`src/nlp_pkg.sv`:
```
// Shared types and constants for the next lexicographic permutation block.
// No dependencies; used by nlp_enc, nlp_permute and the top level under src.
package nlp_pkg;

  // Element slots carried by one word, and field widths on the ports
  localparam int SLOTS   = 8;
  localparam int POS_W   = 3;
  localparam int LEN_W   = 4;
  localparam int FIELD_W = 8;

  // Packed stream widths, rounded up to whole bytes
  localparam int IN_BITS  = LEN_W + SLOTS * FIELD_W;
  localparam int OUT_BITS = SLOTS * FIELD_W + 2 * POS_W + 1;
  localparam int S_DATA_W = ((IN_BITS + 7) / 8) * 8;
  localparam int M_DATA_W = ((OUT_BITS + 7) / 8) * 8;

  // Output bit offsets
  localparam int PIV_LSB  = SLOTS * FIELD_W;
  localparam int SUCC_LSB = PIV_LSB + POS_W;
  localparam int WRAP_BIT = SUCC_LSB + POS_W;

  // Result of a rightmost-hit search across lanes
  typedef struct packed {
    logic             found;
    logic [POS_W-1:0] pos;
  } hit_t;

endpackage

```
`src/nlp_lane.sv`:
```
// One compare lane: flags an enabled position whose element is strictly
// greater than a reference element. Depends on nothing.
module nlp_lane #(
  parameter int W = 8
) (
  input  logic         en,
  input  logic [W-1:0] lo,
  input  logic [W-1:0] hi,
  output logic         hit
);

  // Unsigned strict compare, gated by the lane's position window
  assign hit = en && (lo < hi);

endmodule

```
`src/nlp_enc.sv`:
```
// Merge stage: finds the highest lane that raised its flag.
// Depends on nlp_pkg for hit_t.
module nlp_enc #(
  parameter int N = 8
) (
  input  logic [N-1:0]  flags,
  output nlp_pkg::hit_t hit
);
  import nlp_pkg::*;

  // Later lanes override earlier ones, so the rightmost hit wins
  always_comb begin
    hit = '0;
    for (int i = 0; i < N; i++) begin
      if (flags[i]) begin
        hit.found = 1'b1;
        hit.pos   = POS_W'(i);
      end
    end
  end

endmodule

```
`src/nlp_permute.sv`:
```
// Output assembly: swaps pivot and successor and reverses the tail, or
// reverses the whole valid range when no pivot exists. Depends on nlp_pkg.
module nlp_permute #(
  parameter int W = 8
) (
  input  logic [nlp_pkg::LEN_W-1:0] len,
  input  nlp_pkg::hit_t             piv,
  input  logic [nlp_pkg::POS_W-1:0] succ,
  input  logic [W-1:0]              a [nlp_pkg::SLOTS],
  output logic [W-1:0]              y [nlp_pkg::SLOTS]
);
  import nlp_pkg::*;

  // Each output position picks its source from the input slots
  always_comb begin
    logic [LEN_W-1:0] src;
    for (int k = 0; k < SLOTS; k++) begin
      src  = '0;
      y[k] = a[k];
      if (piv.found) begin
        if (POS_W'(k) == piv.pos) begin
          y[k] = a[succ];
        end else if (POS_W'(k) > piv.pos && LEN_W'(k) < len) begin
          // reversed tail; the successor slot now holds the old pivot
          src  = LEN_W'(piv.pos) + len - LEN_W'(k);
          y[k] = (src[POS_W-1:0] == succ) ? a[piv.pos] : a[src[POS_W-1:0]];
        end
      end else if (LEN_W'(k) < len) begin
        // descending input: mirror the valid range into ascending order
        src  = len - LEN_W'(1) - LEN_W'(k);
        y[k] = a[src[POS_W-1:0]];
      end
    end
  end

endmodule

```
`src/next_lexicographic_permutation_top.sv`:
```
// Top level of the next lexicographic permutation block: stream ports and a
// three-stage pipeline. Depends on nlp_pkg, nlp_lane, nlp_enc, nlp_permute.
//
//  channel  dir  fields (lowest bit up)
//  s_axis   in   length[3:0], elem_0..elem_7 (8 b each), zero pad to 72
//  m_axis   out  out_0..out_7 (8 b each), pivot_pos[2:0], succ_pos[2:0],
//                wrapped, zero pad to 72
//
// One word per cycle sustained while the output is ready; each word passes
// through ascent lanes and pivot search, successor lanes and search, then output
// assembly into the output register. Each stage advances when it is empty
// or the stage after it moves, so bubbles close up under a stalled output.
// rst clears the stage valid flags only; no other state.
module next_lexicographic_permutation_top #(
  parameter int MAX_LEN   = 8,
  parameter int ELEM_BITS = 8
) (
  input  logic                         clk,
  input  logic                         rst,
  input  logic                         s_axis_tvalid,
  output logic                         s_axis_tready,
  // length, elem_0 .. elem_7, pad
  input  logic [nlp_pkg::S_DATA_W-1:0] s_axis_tdata,
  output logic                         m_axis_tvalid,
  input  logic                         m_axis_tready,
  // out_0 .. out_7, pivot_pos, succ_pos, wrapped, pad
  output logic [nlp_pkg::M_DATA_W-1:0] m_axis_tdata
);
  import nlp_pkg::*;

  // Elements keep only the low bits that fit both the field and ELEM_BITS
  localparam int EW = (ELEM_BITS > FIELD_W) ? FIELD_W : ELEM_BITS;

  // Pipeline registers
  logic             v1, v2, v3;
  logic [LEN_W-1:0] len1, len2;
  logic [EW-1:0]    a1 [SLOTS];
  logic [EW-1:0]    a2 [SLOTS];
  hit_t             piv1, piv2;
  logic [EW-1:0]    pval1;
  logic [POS_W-1:0] succ2;
  logic [M_DATA_W-1:0] out_word;

  // Stage handshake
  logic rdy1, rdy2, rdy3;
  assign rdy3 = !v3 || m_axis_tready;
  assign rdy2 = !v2 || rdy3;
  assign rdy1 = !v1 || rdy2;
  assign s_axis_tready = rdy1;

  // Input unpack, element masking, length saturation
  logic [LEN_W-1:0] len_in, len_sat;
  logic [EW-1:0]    a_in [SLOTS];
  assign len_in  = s_axis_tdata[LEN_W-1:0];
  assign len_sat = (len_in > LEN_W'(MAX_LEN)) ? LEN_W'(MAX_LEN) : len_in;

  // Stage 1 lanes: ascent between neighbors inside the valid range
  logic [SLOTS-2:0] ascent;
  hit_t             piv_in;

  for (genvar i = 0; i < SLOTS; i++) begin : g_unpack
    assign a_in[i] = s_axis_tdata[LEN_W + i*FIELD_W +: EW];
  end

  for (genvar i = 0; i < SLOTS - 1; i++) begin : g_asc
    nlp_lane #(.W(EW)) u_lane (
      .en  (LEN_W'(i + 1) < len_sat),
      .lo  (a_in[i]),
      .hi  (a_in[i+1]),
      .hit (ascent[i])
    );
  end

  nlp_enc #(.N(SLOTS - 1)) u_piv_enc (
    .flags (ascent),
    .hit   (piv_in)
  );

  always_ff @(posedge clk) begin
    if (rst) begin
      v1 <= 1'b0;
    end else if (rdy1) begin
      v1 <= s_axis_tvalid;
    end
    if (rdy1 && s_axis_tvalid) begin
      len1  <= len_sat;
      a1    <= a_in;
      piv1  <= piv_in;
      pval1 <= a_in[piv_in.pos];
    end
  end

  // Stage 2 lanes: elements right of the pivot that exceed it
  logic [SLOTS-1:0] greater;
  hit_t             succ_hit;

  for (genvar j = 0; j < SLOTS; j++) begin : g_gt
    nlp_lane #(.W(EW)) u_lane (
      .en  (piv1.found && (POS_W'(j) > piv1.pos) && (LEN_W'(j) < len1)),
      .lo  (pval1),
      .hi  (a1[j]),
      .hit (greater[j])
    );
  end

  nlp_enc #(.N(SLOTS)) u_succ_enc (
    .flags (greater),
    .hit   (succ_hit)
  );

  always_ff @(posedge clk) begin
    if (rst) begin
      v2 <= 1'b0;
    end else if (rdy2) begin
      v2 <= v1;
    end
    if (rdy2 && v1) begin
      len2  <= len1;
      a2    <= a1;
      piv2  <= piv1;
      succ2 <= succ_hit.pos;
    end
  end

  // Stage 3: swap and reverse, pack into the output register
  logic [EW-1:0]       y [SLOTS];
  logic [M_DATA_W-1:0] out_next;

  nlp_permute #(.W(EW)) u_perm (
    .len  (len2),
    .piv  (piv2),
    .succ (succ2),
    .a    (a2),
    .y    (y)
  );

  always_comb begin
    out_next = '0;
    for (int k = 0; k < SLOTS; k++) begin
      out_next[k*FIELD_W +: FIELD_W] = FIELD_W'(y[k]);
    end
    out_next[PIV_LSB  +: POS_W] = piv2.found ? piv2.pos : '0;
    out_next[SUCC_LSB +: POS_W] = piv2.found ? succ2 : '0;
    out_next[WRAP_BIT]          = !piv2.found;
  end

  always_ff @(posedge clk) begin
    if (rst) begin
      v3 <= 1'b0;
    end else if (rdy3) begin
      v3 <= v2;
    end
    if (rdy3 && v2) begin
      out_word <= out_next;
    end
  end

  assign m_axis_tvalid = v3;
  assign m_axis_tdata  = out_word;

  // A wrapped word reports both positions as zero
  a_wrap_pos: assert property (@(posedge clk) disable iff (rst)
    m_axis_tvalid && m_axis_tdata[WRAP_BIT] |->
      m_axis_tdata[PIV_LSB +: POS_W] == '0 && m_axis_tdata[SUCC_LSB +: POS_W] == '0)
    else $error("wrapped word with nonzero positions");

  // Otherwise the successor lies right of the pivot
  a_succ_right: assert property (@(posedge clk) disable iff (rst)
    m_axis_tvalid && !m_axis_tdata[WRAP_BIT] |->
      m_axis_tdata[SUCC_LSB +: POS_W] > m_axis_tdata[PIV_LSB +: POS_W])
    else $error("successor not right of pivot");

  // Input is held off only when every stage is occupied
  a_full_pipe: assert property (@(posedge clk) disable iff (rst)
    !s_axis_tready |-> v1 && v2 && v3)
    else $error("input stalled with a free stage");

  // An accepted word lands in stage 1
  a_accept_lands: assert property (@(posedge clk) disable iff (rst)
    s_axis_tvalid && s_axis_tready |=> v1)
    else $error("accepted word lost at stage 1");

endmodule

```
`config.mk`:
```
export PLATFORM = sky130hd
export DESIGN_NAME = next_lexicographic_permutation_top
export DESIGN_NICKNAME = d
export VERILOG_FILES = /design/src/nlp_pkg.sv /design/src/nlp_lane.sv /design/src/nlp_enc.sv /design/src/nlp_permute.sv /design/src/next_lexicographic_permutation_top.sv
export SDC_FILE = /design/constraint.sdc
export NUM_CORES = 1
export LEC_CHECK = 0
export BUFFER_PORTS_ARGS = -buffer_cell sky130_fd_sc_hd__buf_2
export CAP_MARGIN = 20
export CORE_AREA = 2 2 167 210
export DETAILED_ROUTE_END_ITERATION = 8
export DIE_AREA = 0 0 169 212
export GPL_ROUTABILITY_DRIVEN = 1
export PLACE_DENSITY = 0.89
export SLEW_MARGIN = 20
export SYNTH_ARGS = -nofsm -noshare
export SYNTH_HDL_FRONTEND = slang
export SYNTH_SLANG_ARGS = --single-unit
```
`constraint.sdc`:
```
create_clock -name clk -period 7.66 [get_ports clk]
set_input_delay 1.532 -clock clk [delete_from_list [all_inputs] [get_ports clk]]
set_output_delay 1.532 -clock clk [all_outputs]
set_load 0.1 [all_outputs]
```
* Yosys cells after proc, flatten, opt, wreduce, memory -nomap -nowiden
Index checks and enable logic that the tools add are counted.
Operators by class: $add $sub $neg 16, magnitude comparators 71, eq/ne operators 15, multiplexer cells 111, bitwise operators 19, reduce and logical (&&, ||, !) cells 50
Operator list (number):
- $mux W8 | 78
- $bmux W8 S3 | 19
- $lt A8 B8 Y1 | 14
- $ge A4 B4 Y1 const B | 19
- $not A3 Y4 | 19
- $lt A3 B4 Y1 const A | 12
- $logic_and A1 B1 Y1 | 39
- $mux W3 | 9
- $eq A3 B3 Y1 | 8
- $gt A3 B3 Y1 const A | 8
- $lt A2 B4 Y1 const A | 6
- $sub A3 B3 Y3 const B | 8
- $lt A1 B4 Y1 const A | 4
- $eq A3 B3 Y1 const A | 4
- $gt A2 B3 Y1 const A | 4
- $sub A3 B2 Y3 const B | 4
- $gt A1 B3 Y1 const A | 3
- $sub A3 B1 Y3 const B | 3
- $mux W4 | 2
- $eq A2 B3 Y1 const A | 2
- $reduce_or A6 Y1 | 1
- $gt A4 B4 Y1 const B | 1
- $logic_not A1 Y1 | 4
- $mux W2 | 2
- 7 further kinds | 9
Storage, ports and cells: flip-flop bits (word level) 229, word-level logic and storage cells 313

* Logic depth before layout (Yosys ltp)
depth after elaboration 15, mapped depth 15, mapped depth without buffers 10

* Modules after synthesis
From an unflattened synthesis, not the netlist that was laid out.
Unflattened totals: cells, all modules 1765, area total of the unflattened synthesis 19376.1 um^2
By module, submodules not included:
- nlp_permute | times used 1, cells each 1047, area each 8816.0 um^2, seq. area each 0.0 um^2
- next_lexicographic_permutation_top | times used 1, cells each 307, area each 7684.9 um^2, seq. area each 6846.6 um^2
- nlp_lane | times used 15, cells each 26, area each 183.9 um^2, seq. area each 0.0 um^2
- nlp_enc (u_piv_enc) | times used 1, cells each 9, area each 58.8 um^2, seq. area each 0.0 um^2
- nlp_enc (u_succ_enc) | times used 1, cells each 12, area each 57.6 um^2, seq. area each 0.0 um^2

* Worst setup path before layout
OpenSTA, ideal clock, no wires.
kind input to register, start input m_axis_tready, end register a2[0] (netlist name), enable pin, setup time 0.623 ns, arrival 7.079 ns, required time 7.037 ns, slack -0.042 ns, cell stages on the path 2, buffers on the path 0, cell sequence nor2b_1 > a21boi_0
On the way: longest elaborated chain between the ends 3
Ends and longest elaborated chain:
- start, declared | line next_lexicographic_permutation_top.sv:25 | input logic m_axis_tready,
- $logic_or A1 B1 Y1 | line next_lexicographic_permutation_top.sv:46 | assign rdy3 = !v3 || m_axis_tready;
- $logic_or A1 B1 Y1 | line next_lexicographic_permutation_top.sv:47 | assign rdy2 = !v2 || rdy3;
- $logic_and A1 B1 Y1 | line next_lexicographic_permutation_top.sv:117 | if (rdy2 && v1) begin
- end signal, assigned | line next_lexicographic_permutation_top.sv:119 | a2 <= a1;
- end, declared | line next_lexicographic_permutation_top.sv:38 | logic [EW-1:0] a2 [SLOTS];
Every way passes these cells. A chain may end at the register's enable or synchronous reset.

* Worst setup path in the final report
start register len2[0], end register out_word[10], in the netlist m_axis_tdata[10] (data pin)
On the way: longest elaborated chain between the ends 10, elaborated cells on any way between the ends 20
Ends and longest elaborated chain:
- start, declared | line next_lexicographic_permutation_top.sv:36 | logic [LEN_W-1:0] len1, len2;
- start signal, assigned | line next_lexicographic_permutation_top.sv:118 | len2 <= len1;
- $add A3 B3 Y3 | line nlp_permute.sv:25 | src = LEN_W'(piv.pos) + len - LEN_W'(k);
- $sub A3 B1 Y3 | line nlp_permute.sv:25
- $not A3 Y4 (not written as such) | line nlp_permute.sv:26 | y[k] = (src[POS_W-1:0] == succ) ? a[piv.pos] : a[src[POS_W-1:0]];
- $bmux W8 S3 | line nlp_permute.sv:26
- $mux W8 (not written as such) (2 in a row) | line nlp_permute.sv:26
- $mux W8 | line nlp_permute.sv:26
- $mux W8 | line nlp_permute.sv:23 | end else if (POS_W'(k) > piv.pos && LEN_W'(k) < len) begin
- $mux W8 | line nlp_permute.sv:21 | if (POS_W'(k) == piv.pos) begin
- $mux W8 (*) | line nlp_permute.sv:20 | if (piv.found) begin
- via out_next[10] | line next_lexicographic_permutation_top.sv:127 | logic [M_DATA_W-1:0] out_next;
- end signal, assigned | line next_lexicographic_permutation_top.sv:154 | out_word <= out_next;
- end, declared | line next_lexicographic_permutation_top.sv:42 | logic [M_DATA_W-1:0] out_word;
The timed path passes the listed nets; every way through them passes the cells marked *. The select of a mux whose other input is x is not followed.

==> run_results.csv <==
group,metric,value,unit
status,outcome,"complete, but fails checks",
status,violations,"DRC",
route,via_per_inst,7.24,
synthesis,ys_top_cells_by_area,"edfxtp_1 (36%), mux4_2 (15%), ha_1 (7.0%), mux2i_1 (6.6%), nand2_1 (2.7%)",
pwr,power_density,209,nW/um^2
route,drt_pass1_iterations,9,
worst_setup_path,endpoint_kind,"register",
clock_network,clk_path_buf_depth,3,
synthesis,ys_warn_count,0,
synthesis,synth.most_common_cell,"edfxtp_1",
layout,drive_gt1_share,22.3,%
worst_hold_path,min_from,"a1[57]",
sta,setup_tns,0,ns
pwr,seqPwrFrac,37.8,%
pwr,switching_share,36.2,%
sta,fin_crit_sh,62.8,%
floorplanning,core,34000,um^2
worst_setup_path,critPathSlowestCell,"fa_2",
worst_setup_path,crit_chain,"buf_4 > ha_4 > fa_2 > inv_1 > ha_1 > xnor2_4 > xor2_1 > nor4_2 > a221o_1",
synthesis,synth.cell_area,18800,um^2
clock_network,clkSinkCount,229,
floorplanning,die_area,35800,um^2
clock_network,ctsResizeCount,0,
worst_setup_path,crit_buf_inv,2,
synthesis,syn-num-nets,1920,
synthesis,ys_seq_area_share,36.4,%
clock_network,htreeDepth,1,
route,drtIter0Drc,2281,
worst_setup_path,critPathArrivalTime,5.13,ns
pwr,clkPwrFrac,26.0,%
placed_design,placed_area,19600,um^2
clock_network,post_cts_buffers,0,
placed_design,port-buffer-count,144,
sta,fin_skew,0.0214,ns
layout,final_area,20400,um^2
worst_setup_path,regToRegSetupSlack,2.85,ns
placed_design,dpl_worst_slack,2.99,ns
route,met3WireLength,7210,um
worst_hold_path,min_to,"a2[57]",
layout,area_growth,8.42,%
sta,grt_setup_unrepaired,"false",
sta,final_hold_viol_count,0,
sta,drv_slew,0,
synthesis,synth_cell_types,75,
job,cap_violations,0,
floorplanning,ios,150,
sta,tightest_slew,1.22,ns
route,drt-met1-wl,20600,um
global_routing,antenna_found_initial,1,
placed_design,post-dp-hpwl,44700,um
route,wl_met2,29700,um
worst_setup_path,critPathKind,"reg2reg",
global_routing,grt_overflow_total,0,
worst_setup_path,critical_path.top_delay_family,"adder cells",
pwr,power_leakage,0.00800,uW
clock_network,insertion_delay,0.55,ns
worst_hold_path,hold_depth,0,
pwr,p_switching,1550,uW
route,via_count,16000,
placed_design,globalplace.congestion,1.06,
synthesis,synth_common_cells,"edfxtp_1 (226), nand2_1 (137), nor2_1 (125)",
route,top_layer,"met4",
clock_network,cts_tree,"built",
synthesis,synthFlopType,"edfxtp_1",
synthesis,synth.top_cell.area_share,36.1,%
layout,nets,1950,
synthesis,ys_async_sr_fraction,0,%
sta,fmax,208,MHz
floorplanning,die_x,169,um
synthesis,synth-edff-count,226,
route,wl,62600,um
layout,antenna_cells,0,
global_routing,grt_pass1_vias,15500,
synthesis,synthCells,1738,
clock_network,ctsRootBufferMaster,"clkbuf_16",
pwr,p_comb_share,36.2,%
sta,hold_slack,0.418,ns
worst_hold_path,min_path_type,"reg2reg",
sta,fin_crit,4.81,ns
layout,num-fill-cells,2755,
clock_network,cts_hold_buffers,0,
global_routing,grt_pass1_wl,93600,um
floorplanning,initial_core_util,55.2,%
layout,finalNonFillerCells,2212,
worst_setup_path,slowest_delay,0.92,ns
synthesis,syn_avg_cell_area,10.8,um^2
global_routing,grt_usage,35.0,%
sta,relSlewSlack,17.5,%
global_routing,grt_max_degree,81,
route,drc_errors,18,
worst_setup_path,cp-start-kind,"register",
worst_setup_path,cp.required,7.99,ns
route,postRouteAntennaNets,0,
pwr,peakVddDrop,0.117,mV
route,routedWlPerCell,28.3,um
clock_network,cts_buffers,22,
floorplanning,rows,76,
worst_setup_path,r2r_end,"m_axis_tdata[10]",
clock_network,clk_pin_slew,0.06,ns
placed_design,dp.cells,2171,
worst_setup_path,cp_max_fo,22,
synthesis,synth_seq_cells,229,
pwr,intPower,2730,uW
sta,fin_ws,2.85,ns
synthesis,synth.largest_area_cell,"edfxtp_1",
floorplanning,dieHeight,212,um
worst_setup_path,rr_startpoint,"len2[0]",
worst_setup_path,rr_worst_depth,9,
sta,setup_viol,0,
-- power groups by stage --
| stage | Sequential (uW) | Combinational, uW | Clock (uW) |
|---|---|---|---|
| finish | 1610 | 1550 | 1110 |
| global route | 1620 | 1640 | 1170 |
| CTS | 1610 | 1510 | 1120 |
| detailed placement | 1630 | 1500 | 0 |
| global placement | 1630 | 1460 | 0 |
| floorplan | 1670 | 1060 | 0 |
-- placed cells by master (no fill, tap or decap), drive strengths merged, types with 7 or more instances in the layout --
cell / count
a22oi: 26
inv: 118
and2: 10
nor2: 126
o221ai: 21
a221oi: 27
xnor2: 9
o211ai: 30
nand3: 16
buf: 173
mux2i: 124
nand2: 137
a21o: 14
o21a: 8
clkinv: 9
a31oi: 12
nand4: 7
or3: 10
clkbuf: 25
o21ai: 91
a222oi: 13
edfxtp: 226
ha: 105
nor2b: 28
a21oi: 74
a211oi: 43
o22ai: 18
nand2b: 13
mux4: 124
a221o: 19
mux2: 38
nor3: 15
-- metal layers --
metal	global-route usage, %	up-vias
met1	41.2	7618
met5	0	-
li1	-	6787
met4	23.0	0
met2	58.5	1282
met3	6.72	319
-- worst reg2reg max path: stages (launching register included) --
cell and delay, ns:
edfxtp_1 0.37, buf_4 0.26, ha_4 0.23, fa_2 0.92, inv_1 0.18, ha_1 0.29
xnor2_4 0.67, xor2_1 0.23, nor4_2 0.89, a221o_1 0.53
-- through the flow --
stage	power, uW	utilization [%]
4_1_cts	4240	59.8
2_1_floorplan	2730	-
3_5_place_dp	3130	57.6
6_report	4270	59.9
5_1_grt	4430	59.9
3_3_place_gp	3090	57.6
-- state kept, by name (all words and copies together) (netlist names) --
signal         flops
a1                64
a2                64
len1               4
len2               4
m_axis_tdata      71
m_axis_tvalid      1
piv1               4
piv2               4
pval1              8
succ2              3
v1                 1
v2                 1
-- layout make-up --
class / instances / area, um^2 / area share (%)
timing repair buffer: 173 / 958 / 4.70
clock buffer: 25 / 583 / 2.86
inverter: 117 / 439 / 2.15
clock inverter: 14 / 144 / 0.706
sequential: 229 / 6850 / 33.6
tap: 429 / 537 / 2.63
multi-input combinational: 1225 / 10900 / 53.4
-- kinds of logic after synthesis --
family / count (synthesis) / synth area share, %
simple gates: 377 / 9.00
mux: 286 / 23.7
fa+ha+maj: 106 / 7.09
other cells: 1 / 0.0199
compound gates: 439 / 16.2
xor+xnor: 16 / 1.38
flops: 229 / 36.4
buf+inv: 284 / 6.16
-- worst max path at each step --
stage / start / to / slack (ns) / cells after the start
finish: len2[0] / m_axis_tdata[10] / 2.85 / 9
CTS: len2[0] / m_axis_tdata[12] / 3.02 / 9
global route: len2[0] / m_axis_tdata[10] / 2.73 / 9
detailed placement: s_axis_tdata[58] / pval1[1] / 2.99 / 10
global placement: s_axis_tdata[58] / pval1[7] / 3.11 / 10
floorplan: m_axis_tready / a1[0] / 1.43 / 2
(Power assumes the default switching activity.)
